--- src/rtl/uyvy2rgb_pkg.sv ---
package uyvy2rgb_pkg;

  localparam int unsigned ByteW  = 8;
  localparam int unsigned CountW = 2;
  localparam int unsigned FmtW   = 2;
  localparam int unsigned CoefW  = 18;
  localparam int unsigned ProdW  = ByteW + CoefW;
  localparam int unsigned TermW  = 10;   // signed Q16 product, integer part
  localparam int unsigned SumW   = 11;   // signed channel sum before clamping

  // BT.601 coefficients in Q16
  localparam logic [CoefW-1:0] QY  = 18'd76284;
  localparam logic [CoefW-1:0] QRV = 18'd104595;
  localparam logic [CoefW-1:0] QGU = 18'd25625;
  localparam logic [CoefW-1:0] QGV = 18'd53281;
  localparam logic [CoefW-1:0] QBU = 18'd132252;

  localparam logic [ByteW-1:0] ChromaOfs = 8'd128;
  localparam logic [ByteW-1:0] LumaOfs   = 8'd16;
  localparam logic [ByteW-1:0] ByteMax   = 8'd255;

  localparam logic [CountW-1:0] PixCountOne = 2'd1;
  localparam logic [CountW-1:0] PixCountTwo = 2'd2;

  // code 3 is unused and behaves as UYVY (bit 1 set)
  typedef enum logic [FmtW-1:0] {
    FmtBgraCopy = 2'd0,
    FmtBgraSwap = 2'd1,
    FmtUyvy     = 2'd2
  } fmt_e;

  typedef struct packed {
    logic [ByteW-1:0] c0;
    logic [ByteW-1:0] c1;
    logic [ByteW-1:0] c2;
  } rgb_t;

  // c * x / 65536, truncated toward zero
  function automatic logic signed [TermW-1:0] qmul(input logic [CoefW-1:0] c,
                                                  input logic signed [ByteW:0] x);
    logic [ByteW:0]            neg;
    logic [ByteW-1:0]          mag;
    logic [ProdW-1:0]          prod;
    logic signed [TermW-1:0]   t;
    neg  = -x;
    mag  = x[ByteW] ? neg[ByteW-1:0] : x[ByteW-1:0];
    prod = ProdW'(mag) * ProdW'(c);
    t    = signed'(prod[ProdW-1:16]);
    return x[ByteW] ? -t : t;
  endfunction

  function automatic logic [ByteW-1:0] sat8(input logic signed [SumW-1:0] v);
    if (v < 0) begin
      return '0;
    end else if (v > signed'(SumW'(ByteMax))) begin
      return ByteMax;
    end
    return v[ByteW-1:0];
  endfunction

  function automatic rgb_t yuv_pixel(input logic signed [ByteW:0] y,
                                     input logic signed [ByteW:0] u,
                                     input logic signed [ByteW:0] v);
    logic signed [TermW-1:0] cy;
    logic signed [SumW-1:0]  r_s;
    logic signed [SumW-1:0]  g_s;
    logic signed [SumW-1:0]  b_s;
    rgb_t                    px;
    cy  = qmul(QY, y);
    r_s = SumW'(cy) + SumW'(qmul(QRV, v));
    g_s = SumW'(cy) - SumW'(qmul(QGU, u)) - SumW'(qmul(QGV, v));
    b_s = SumW'(cy) + SumW'(qmul(QBU, u));
    px.c0 = sat8(r_s);
    px.c1 = sat8(g_s);
    px.c2 = sat8(b_s);
    return px;
  endfunction

endpackage

--- src/rtl/uyvy2rgb_src_if.sv ---
interface uyvy2rgb_src_if;
  logic                            valid;
  logic                            ready;
  logic [uyvy2rgb_pkg::ByteW-1:0]  src_byte0;
  logic [uyvy2rgb_pkg::ByteW-1:0]  src_byte1;
  logic [uyvy2rgb_pkg::ByteW-1:0]  src_byte2;
  logic [uyvy2rgb_pkg::ByteW-1:0]  src_byte3;

  modport source (output valid, src_byte0, src_byte1, src_byte2, src_byte3, input ready);
  modport sink   (input valid, src_byte0, src_byte1, src_byte2, src_byte3, output ready);
endinterface

--- src/rtl/uyvy2rgb_pix_if.sv ---
interface uyvy2rgb_pix_if;
  logic                             valid;
  logic                             ready;
  logic [uyvy2rgb_pkg::ByteW-1:0]   pix0_chan0;
  logic [uyvy2rgb_pkg::ByteW-1:0]   pix0_chan1;
  logic [uyvy2rgb_pkg::ByteW-1:0]   pix0_chan2;
  logic [uyvy2rgb_pkg::ByteW-1:0]   pix1_chan0;
  logic [uyvy2rgb_pkg::ByteW-1:0]   pix1_chan1;
  logic [uyvy2rgb_pkg::ByteW-1:0]   pix1_chan2;
  logic [uyvy2rgb_pkg::CountW-1:0]  pixel_count;

  modport source (output valid, pix0_chan0, pix0_chan1, pix0_chan2,
                  pix1_chan0, pix1_chan1, pix1_chan2, pixel_count, input ready);
  modport sink   (input valid, pix0_chan0, pix0_chan1, pix0_chan2,
                  pix1_chan0, pix1_chan1, pix1_chan2, pixel_count, output ready);
endinterface

--- src/rtl/uyvy_bgra_to_rgb_pixel_converter.sv ---
// Channel  Dir  Handshake      Payload
// src_i    in   valid/ready    src_byte0..3 (one UYVY macropixel or one BGRA word)
// pix_o    out  valid/ready    pix0_chan0..2, pix1_chan0..2, pixel_count
// cfg      in   cfg_we_i       cfg_wdata_i -> pixel_format
//
// One item per clock sustained while pix_o.ready stays high; pix_o.valid is driven
// by the result register, which follows the input register.
// The rate is set by the two-register pipe: input register, then the colour maths
// (constant Q16 multiplies, one add per channel but two subtracts for green,
// and a clamp per channel) into the result register.
// Reset clears both stage valids and sets pixel_format to BGRA copy.
// A stall on pix_o backs up one stage at a time; src_i.ready stays high while
// the input stage is empty or can move on in the same cycle.
module uyvy_bgra_to_rgb_pixel_converter (
  input  logic                               clk_i,
  input  logic                               rst_ni,
  input  logic                               cfg_we_i,
  input  logic [uyvy2rgb_pkg::FmtW-1:0]      cfg_wdata_i,
  uyvy2rgb_src_if.sink                       src_i,
  uyvy2rgb_pix_if.source                     pix_o
);

  localparam int unsigned BW = uyvy2rgb_pkg::ByteW;

  // configuration
  logic [uyvy2rgb_pkg::FmtW-1:0] fmt_q;

  always_ff @(posedge clk_i or negedge rst_ni) begin
    if (!rst_ni) begin
      fmt_q <= uyvy2rgb_pkg::FmtBgraCopy;
    end else if (cfg_we_i) begin
      fmt_q <= cfg_wdata_i;
    end
  end

  // handshake control
  logic in_vld_q, out_vld_q;
  logic out_adv, in_adv, src_acc;

  assign out_adv     = !out_vld_q || pix_o.ready;   // result register free next edge
  assign in_adv      = in_vld_q && out_adv;         // input stage moves to result
  assign src_i.ready = !in_vld_q || out_adv;
  assign src_acc     = src_i.valid && src_i.ready;

  always_ff @(posedge clk_i or negedge rst_ni) begin
    if (!rst_ni) begin
      in_vld_q  <= 1'b0;
      out_vld_q <= 1'b0;
    end else begin
      if (src_i.ready) begin
        in_vld_q <= src_i.valid;
      end
      if (out_adv) begin
        out_vld_q <= in_vld_q;
      end
    end
  end

  // input register: bytes plus the format they were taken under
  logic [BW-1:0]                 b0_q, b1_q, b2_q, b3_q;
  logic [uyvy2rgb_pkg::FmtW-1:0] in_fmt_q;

  always_ff @(posedge clk_i) begin
    if (src_acc) begin
      b0_q     <= src_i.src_byte0;
      b1_q     <= src_i.src_byte1;
      b2_q     <= src_i.src_byte2;
      b3_q     <= src_i.src_byte3;
      in_fmt_q <= fmt_q;
    end
  end

  // colour maths
  logic signed [BW:0]         u_s, v_s, y0_s, y1_s;
  uyvy2rgb_pkg::rgb_t         yuv0, yuv1;
  uyvy2rgb_pkg::rgb_t         px0_d, px1_d;
  logic [uyvy2rgb_pkg::CountW-1:0] cnt_d;

  assign u_s  = signed'({1'b0, b0_q}) - signed'({1'b0, uyvy2rgb_pkg::ChromaOfs});
  assign v_s  = signed'({1'b0, b2_q}) - signed'({1'b0, uyvy2rgb_pkg::ChromaOfs});
  assign y0_s = signed'({1'b0, b1_q}) - signed'({1'b0, uyvy2rgb_pkg::LumaOfs});
  assign y1_s = signed'({1'b0, b3_q}) - signed'({1'b0, uyvy2rgb_pkg::LumaOfs});

  assign yuv0 = uyvy2rgb_pkg::yuv_pixel(y0_s, u_s, v_s);
  assign yuv1 = uyvy2rgb_pkg::yuv_pixel(y1_s, u_s, v_s);

  always_comb begin
    px1_d = '0;
    unique case (in_fmt_q)
      uyvy2rgb_pkg::FmtBgraCopy: begin
        px0_d = '{c0: b0_q, c1: b1_q, c2: b2_q};
        cnt_d = uyvy2rgb_pkg::PixCountOne;
      end
      uyvy2rgb_pkg::FmtBgraSwap: begin
        px0_d = '{c0: b2_q, c1: b1_q, c2: b0_q};
        cnt_d = uyvy2rgb_pkg::PixCountOne;
      end
      default: begin  // UYVY, and the unused code
        px0_d = yuv0;
        px1_d = yuv1;
        cnt_d = uyvy2rgb_pkg::PixCountTwo;
      end
    endcase
  end

  // result register
  uyvy2rgb_pkg::rgb_t              px0_q, px1_q;
  logic [uyvy2rgb_pkg::CountW-1:0] cnt_q;

  always_ff @(posedge clk_i) begin
    if (in_adv) begin
      px0_q <= px0_d;
      px1_q <= px1_d;
      cnt_q <= cnt_d;
    end
  end

  assign pix_o.valid       = out_vld_q;
  assign pix_o.pix0_chan0  = px0_q.c0;
  assign pix_o.pix0_chan1  = px0_q.c1;
  assign pix_o.pix0_chan2  = px0_q.c2;
  assign pix_o.pix1_chan0  = px1_q.c0;
  assign pix_o.pix1_chan1  = px1_q.c1;
  assign pix_o.pix1_chan2  = px1_q.c2;
  assign pix_o.pixel_count = cnt_q;

`ifndef NO_ASSERTIONS
  // an item in the input stage is never dropped while the result side stalls
  a_in_hold: assert property (@(posedge clk_i) disable iff (!rst_ni)
    in_vld_q && !out_adv |=> in_vld_q)
    else $error("input stage item lost during stall");

  // an accepted item always lands in the input stage
  a_acc_lands: assert property (@(posedge clk_i) disable iff (!rst_ni)
    src_acc |=> in_vld_q)
    else $error("accepted item not held");

  // a moving input stage always fills the result register
  a_out_fill: assert property (@(posedge clk_i) disable iff (!rst_ni)
    in_adv |=> out_vld_q)
    else $error("result register missed an item");

  // single-pixel results carry a zero second pixel
  a_pix1_zero: assert property (@(posedge clk_i) disable iff (!rst_ni)
    out_vld_q && (cnt_q == uyvy2rgb_pkg::PixCountOne) |-> (px1_q == '0))
    else $error("second pixel not zero in BGRA mode");
`endif

endmodule

--- src/flat_wrapper.sv ---
// flat-port wrapper written by rule: the top's interface ports become plain ports
module uyvy_bgra_to_rgb_pixel_converter_flat 
  (clk_i, rst_ni, cfg_we_i, cfg_wdata_i, src_i_valid, src_i_src_byte0, src_i_src_byte1, src_i_src_byte2, src_i_src_byte3, src_i_ready, pix_o_valid, pix_o_pix0_chan0, pix_o_pix0_chan1, pix_o_pix0_chan2, pix_o_pix1_chan0, pix_o_pix1_chan1, pix_o_pix1_chan2, pix_o_pixel_count, pix_o_ready);
  uyvy2rgb_src_if src_i_i ();
  uyvy2rgb_pix_if pix_o_i ();
  input  logic clk_i;
  input  logic rst_ni;
  input  logic cfg_we_i;
  input  logic [uyvy2rgb_pkg::FmtW-1:0] cfg_wdata_i;
  input wire logic [$bits(src_i_i.valid)-1:0] src_i_valid;
  input wire logic [$bits(src_i_i.src_byte0)-1:0] src_i_src_byte0;
  input wire logic [$bits(src_i_i.src_byte1)-1:0] src_i_src_byte1;
  input wire logic [$bits(src_i_i.src_byte2)-1:0] src_i_src_byte2;
  input wire logic [$bits(src_i_i.src_byte3)-1:0] src_i_src_byte3;
  output wire logic [$bits(src_i_i.ready)-1:0] src_i_ready;
  output wire logic [$bits(pix_o_i.valid)-1:0] pix_o_valid;
  output wire logic [$bits(pix_o_i.pix0_chan0)-1:0] pix_o_pix0_chan0;
  output wire logic [$bits(pix_o_i.pix0_chan1)-1:0] pix_o_pix0_chan1;
  output wire logic [$bits(pix_o_i.pix0_chan2)-1:0] pix_o_pix0_chan2;
  output wire logic [$bits(pix_o_i.pix1_chan0)-1:0] pix_o_pix1_chan0;
  output wire logic [$bits(pix_o_i.pix1_chan1)-1:0] pix_o_pix1_chan1;
  output wire logic [$bits(pix_o_i.pix1_chan2)-1:0] pix_o_pix1_chan2;
  output wire logic [$bits(pix_o_i.pixel_count)-1:0] pix_o_pixel_count;
  input wire logic [$bits(pix_o_i.ready)-1:0] pix_o_ready;
  assign src_i_i.valid = src_i_valid;
  assign src_i_i.src_byte0 = src_i_src_byte0;
  assign src_i_i.src_byte1 = src_i_src_byte1;
  assign src_i_i.src_byte2 = src_i_src_byte2;
  assign src_i_i.src_byte3 = src_i_src_byte3;
  assign src_i_ready = src_i_i.ready;
  assign pix_o_valid = pix_o_i.valid;
  assign pix_o_pix0_chan0 = pix_o_i.pix0_chan0;
  assign pix_o_pix0_chan1 = pix_o_i.pix0_chan1;
  assign pix_o_pix0_chan2 = pix_o_i.pix0_chan2;
  assign pix_o_pix1_chan0 = pix_o_i.pix1_chan0;
  assign pix_o_pix1_chan1 = pix_o_i.pix1_chan1;
  assign pix_o_pix1_chan2 = pix_o_i.pix1_chan2;
  assign pix_o_pixel_count = pix_o_i.pixel_count;
  assign pix_o_i.ready = pix_o_ready;
  uyvy_bgra_to_rgb_pixel_converter u_core (.clk_i(clk_i), .rst_ni(rst_ni), .cfg_we_i(cfg_we_i), .cfg_wdata_i(cfg_wdata_i), .src_i(src_i_i), .pix_o(pix_o_i));
endmodule
--- config.mk ---
export PLATFORM = sky130hd
export DESIGN_NAME = uyvy_bgra_to_rgb_pixel_converter_flat
export DESIGN_NICKNAME = d
export VERILOG_FILES = /design/src/rtl/uyvy2rgb_pkg.sv /design/src/rtl/uyvy2rgb_src_if.sv /design/src/rtl/uyvy2rgb_pix_if.sv /design/src/rtl/uyvy_bgra_to_rgb_pixel_converter.sv /design/src/flat_wrapper.sv
export SDC_FILE = /design/constraint.sdc
export NUM_CORES = 1
export LEC_CHECK = 0
export BUFFER_PORTS_ARGS = -buffer_cell sky130_fd_sc_hd__buf_2
export CAP_MARGIN = 15
export CORE_ASPECT_RATIO = 0.7
export CORE_MARGIN = 1
export CORE_UTILIZATION = 42
export DETAILED_ROUTE_END_ITERATION = 16
export SYNTH_ARGS = -nofsm -noshare
export SYNTH_HDL_FRONTEND = slang
export SYNTH_SLANG_ARGS = --single-unit
--- constraint.sdc ---
create_clock -name clk_i -period 8.65 [get_ports clk_i]
set_input_delay 1.2975 -clock clk_i [delete_from_list [all_inputs] [get_ports clk_i]]
set_output_delay 1.2975 -clock clk_i [all_outputs]
set_load 0.01 [all_outputs]
==> summary.log <==
INFO  floorplanning  initial_core_util=0.4259
INFO  setup_path     timing.critical_path.required=8.86ns
INFO  route          wirelength=44600um
INFO  yosys          synth_area_per_cell=9.028um^2
INFO  clock_network  level_count_of_the_clock_h_tree=3
INFO  layout         area_growth_syn_to_layout=17.91%
INFO  clock_network  tritoncts=done
INFO  clock_network  worst_skew_late_latency=0.38ns
INFO  floorplanning  placement_rows=62
INFO  run            maxCapViolations=0
INFO  yosys          yosys_register_bits=88
INFO  sta            timing_worst_slew_pin_value=1.118ns
INFO  setup_path     startpoint_of_the_worst_slack_reg_to_reg_timing_path=u_core.b3_q[5]
INFO  placement      port-buffer-count=90
INFO  route          drc=1
INFO  yosys          area_fraction_of_the_dominant_cell_type_after_synthesis=0.2633
INFO  placement      place.gp.congestion=0.8726
INFO  setup_path     timing.critical_path.from_type=flop
INFO  setup_path     crit_fanout=8
INFO  yosys          list_of_most_frequent_post_synthesis_cells=sky130_fd_sc_hd__ha_1, sky130_fd_sc_hd__inv_1, sky130_fd_sc_hd__fa_1
INFO  route          via_per_inst=5.302
INFO  setup_path     cp-startpoint=u_core.b3_q[5]
INFO  setup_path     timing.critical_path.slowest_stage_cell=sky130_fd_sc_hd__fa_1
INFO  yosys          synth.most_common_cell=sky130_fd_sc_hd__ha_1
INFO  yosys          synthTopCellsByArea=sky130_fd_sc_hd__ha_1, sky130_fd_sc_hd__edfxtp_1, sky130_fd_sc_hd__fa_1, sky130_fd_sc_hd__inv_1, sky130_fd_sc_hd__xnor2_1
INFO  setup_path     critical_path_class=reg2reg
INFO  sta            period_utilisation_layout=1.013
INFO  yosys          ys_types=84
INFO  floorplanning  die-width=245.6um
INFO  grt            grt_antenna_before_repair=0
INFO  route          vias=14369
INFO  layout         nets=2679
INFO  layout         antenna_cells=0
INFO  grt            pin_count_of_the_biggest_net_entering_global_routing=51
INFO  sta            hold_viol=0
INFO  sta            skew=0.02500ns
INFO  grt            grtUsageTotal=0.2114
INFO  sta            layout_setup_ws=-0.1096ns
INFO  route          detailedRoute.firstPassIterationCount=11
INFO  setup_path     critPathBufInv=4
INFO  yosys          synth.yosys.seq_area_share=0.1503
INFO  floorplanning  coreArea=0.04096mm^2
INFO  setup_path     cp-end-kind=flop
INFO  setup_path     crit_cells=31
INFO  sta            whs=0.4551ns
INFO  sta            achievable-frequency=114.2MHz
INFO  grt            first_global_vias=13990
INFO  setup_path     worst_path_largest_cell_delay=0.53ns
INFO  route          dr.first_iter.drc_count=927
INFO  min_path       worst_min_delay_path_startpoint=u_core.fmt_q[1]
INFO  layout         fin_area=0.02057mm^2
INFO  yosys          synth_nets=2450
INFO  sta            rsz_0062_raised_after_global_routing=yes
INFO  yosys          post_synth_inst_count=1932
INFO  status         outcome=finished with violations
INFO  setup_path     crit_arrival=8.97ns
INFO  min_path       min-delay-path-class=reg2reg
INFO  floorplanning  die_h=172.5um
INFO  sta            finalSetupViolCount=8
INFO  layout         post_route_cells_drive_above_1_share=0.1962
INFO  clock_network  clk_transition_reported_paths=0.08ns
INFO  placement      cell_area_reported_after_detailed_placement=0.01964mm^2
INFO  grt            globalRoute.totalOverflow=0
INFO  clock_network  clock_path_buffers=2
INFO  clock_network  ctsRootBufferMaster=sky130_fd_sc_hd__clkbuf_16
INFO  clock_network  number_of_buffers_created_by_cts=9
INFO  floorplanning  die_area=0.04236mm^2
INFO  grt            grt_first_pass_wirelength=71780um
INFO  floorplanning  top_level_ports=91
INFO  status         violations=DRC, setup timing
INFO  yosys          synth-edff-count=84
INFO  yosys          synth-main-ff-cell=sky130_fd_sc_hd__edfxtp_1
INFO  sta            finalCriticalPeriod=8.760ns
INFO  setup_path     reg2reg_depth=31
INFO  clock_network  clock-sinks=88
INFO  sta            slew_headroom=0.2548
INFO  sta            total_count_of_max_transition_violations_in_the_final_report=0
INFO  yosys          asr_flop_ratio_synth=0.04545
INFO  yosys          synthDominantAreaCellType=sky130_fd_sc_hd__ha_1
INFO  placement      hpwlAfterDp=37260um
INFO  yosys          summed_instance_area_of_the_synthesized_netlist=0.01744mm^2
INFO  setup_path     cp_most_frequent_cell=sky130_fd_sc_hd__fa_1
INFO  setup_path     path_delay_family=adder cells
INFO  yosys          synth-warning-count=0
INFO  route          routed_wire_length_per_instance=16.46um
INFO  min_path       whs_path_depth=0
INFO  route          antenna_viol_nets_final=0
-- what timing repair did --
item | in CTS | in global routing
hold buffers | 0 | 0
gates resized for setup | 21 | 88
setup buffers | 9 | 18
pin swaps | 14 | 57
endpoints found under the setup margin | 38 | 48
-- routing by layer --
| metal | wire length [um] | track usage | vias up | share of wire |
|---|---|---|---|---|
| li1 | - | - | 7227 | - |
| met3 | 2716 | 0.04072 | 45 | 0.061 |
| met1 | 22810 | 0.3199 | 6767 | 0.51 |
| met2 | 18410 | 0.3090 | 330 | 0.41 |
| met5 | 0 | 0 | - | 0 |
| met4 | 652 | 0.04167 | 0 | 0.015 |
-- worst reg2reg max path, delay by kind of cell, from the launching register on --
kind	cells	cell delay (ns)
AO/OA/AOI/OAI	10	2.65
XOR/XNOR	2	0.31
adder cells (fa/ha/maj)	8	3.15
buffers and inverters	4	0.26
flip-flops	1	0.41
AND/OR/NAND/NOR	7	1.81
-- path summary, 6_finish.rpt --
| check | end | slack, ns |
|---|---|---|
| min in group asynchronous | u_core.in_vld_q | 0.71 |
| max in group asynchronous | u_core.fmt_q[0] | 7.82 |
| worst min-delay path | u_core.in_fmt_q[1] | 0.46 |
| worst max-delay path | u_core.pix_o.pix1_chan1[3] | -0.11 |
| worst max register to register | u_core.pix_o.pix1_chan1[3] | -0.11 |
| worst min register to register | u_core.in_fmt_q[1] | 0.46 |
-- cells in the final DEF, fill, tap and decap left out, types with 12 or more instances in the layout --
master	n
sky130_fd_sc_hd__nor3_1	29
sky130_fd_sc_hd__a31oi_1	17
sky130_fd_sc_hd__nand2b_1	17
sky130_fd_sc_hd__o21ai_0	47
sky130_fd_sc_hd__o211ai_1	14
sky130_fd_sc_hd__a21oi_1	74
sky130_fd_sc_hd__or2_2	13
sky130_fd_sc_hd__nand2_1	97
sky130_fd_sc_hd__a21o_1	49
sky130_fd_sc_hd__xnor2_1	93
sky130_fd_sc_hd__mux2i_1	26
sky130_fd_sc_hd__xor2_1	56
sky130_fd_sc_hd__o21a_1	17
sky130_fd_sc_hd__a21oi_2	13
sky130_fd_sc_hd__ha_1	353
sky130_fd_sc_hd__edfxtp_1	84
sky130_fd_sc_hd__nand3_1	26
sky130_fd_sc_hd__o21bai_1	13
sky130_fd_sc_hd__fa_1	106
sky130_fd_sc_hd__nor4_1	12
sky130_fd_sc_hd__buf_2	90
sky130_fd_sc_hd__nor2_1	97
sky130_fd_sc_hd__buf_4	163
sky130_fd_sc_hd__inv_2	14
sky130_fd_sc_hd__inv_1	311
sky130_fd_sc_hd__nor2b_1	17
-- per-stage QoR --
stage / utilization / TNS [ns] / cells / setup WS [ns]
final: 0.5021 / -0.7200 / 2710 / -0.1096
after CTS: 0.4904 / -0.01284 / 2692 / -0.01284
after global routing: 0.5021 / -4.352 / 2710 / -0.3427
after detailed placement: 0.4796 / -6.095 / 2667 / -0.3311
after floorplan: - / 0 / 1932 / 0.01523
after global placement: 0.4796 / -2.394 / 2667 / -0.1989
-- final cells by class --
type                    instances  area [um^2]
inverters                     325         1220
flip-flops and latches         88         2623
clock buffers                   9        225.2
multi-input cells            1482        14050
well taps                     544        680.7
clock inverters                 7        72.57
repair buffers                255         1697
fillers                      3893        20390
-- logic make-up after synthesis --
family	count (synthesis)	share of synthesized area
multiplexers	35	0.02066
AND/OR/NAND/NOR	404	0.1148
buffers and inverters	362	0.07912
XOR/XNOR	163	0.08184
AO/OA/AOI/OAI	401	0.1614
flip-flops	88	0.1503
adder cells (fa/ha/maj)	479	0.3918
Power is left out: the tool's default activity adds up to more than one toggle a clock period on the data nets, which glitch-free logic cannot reach.
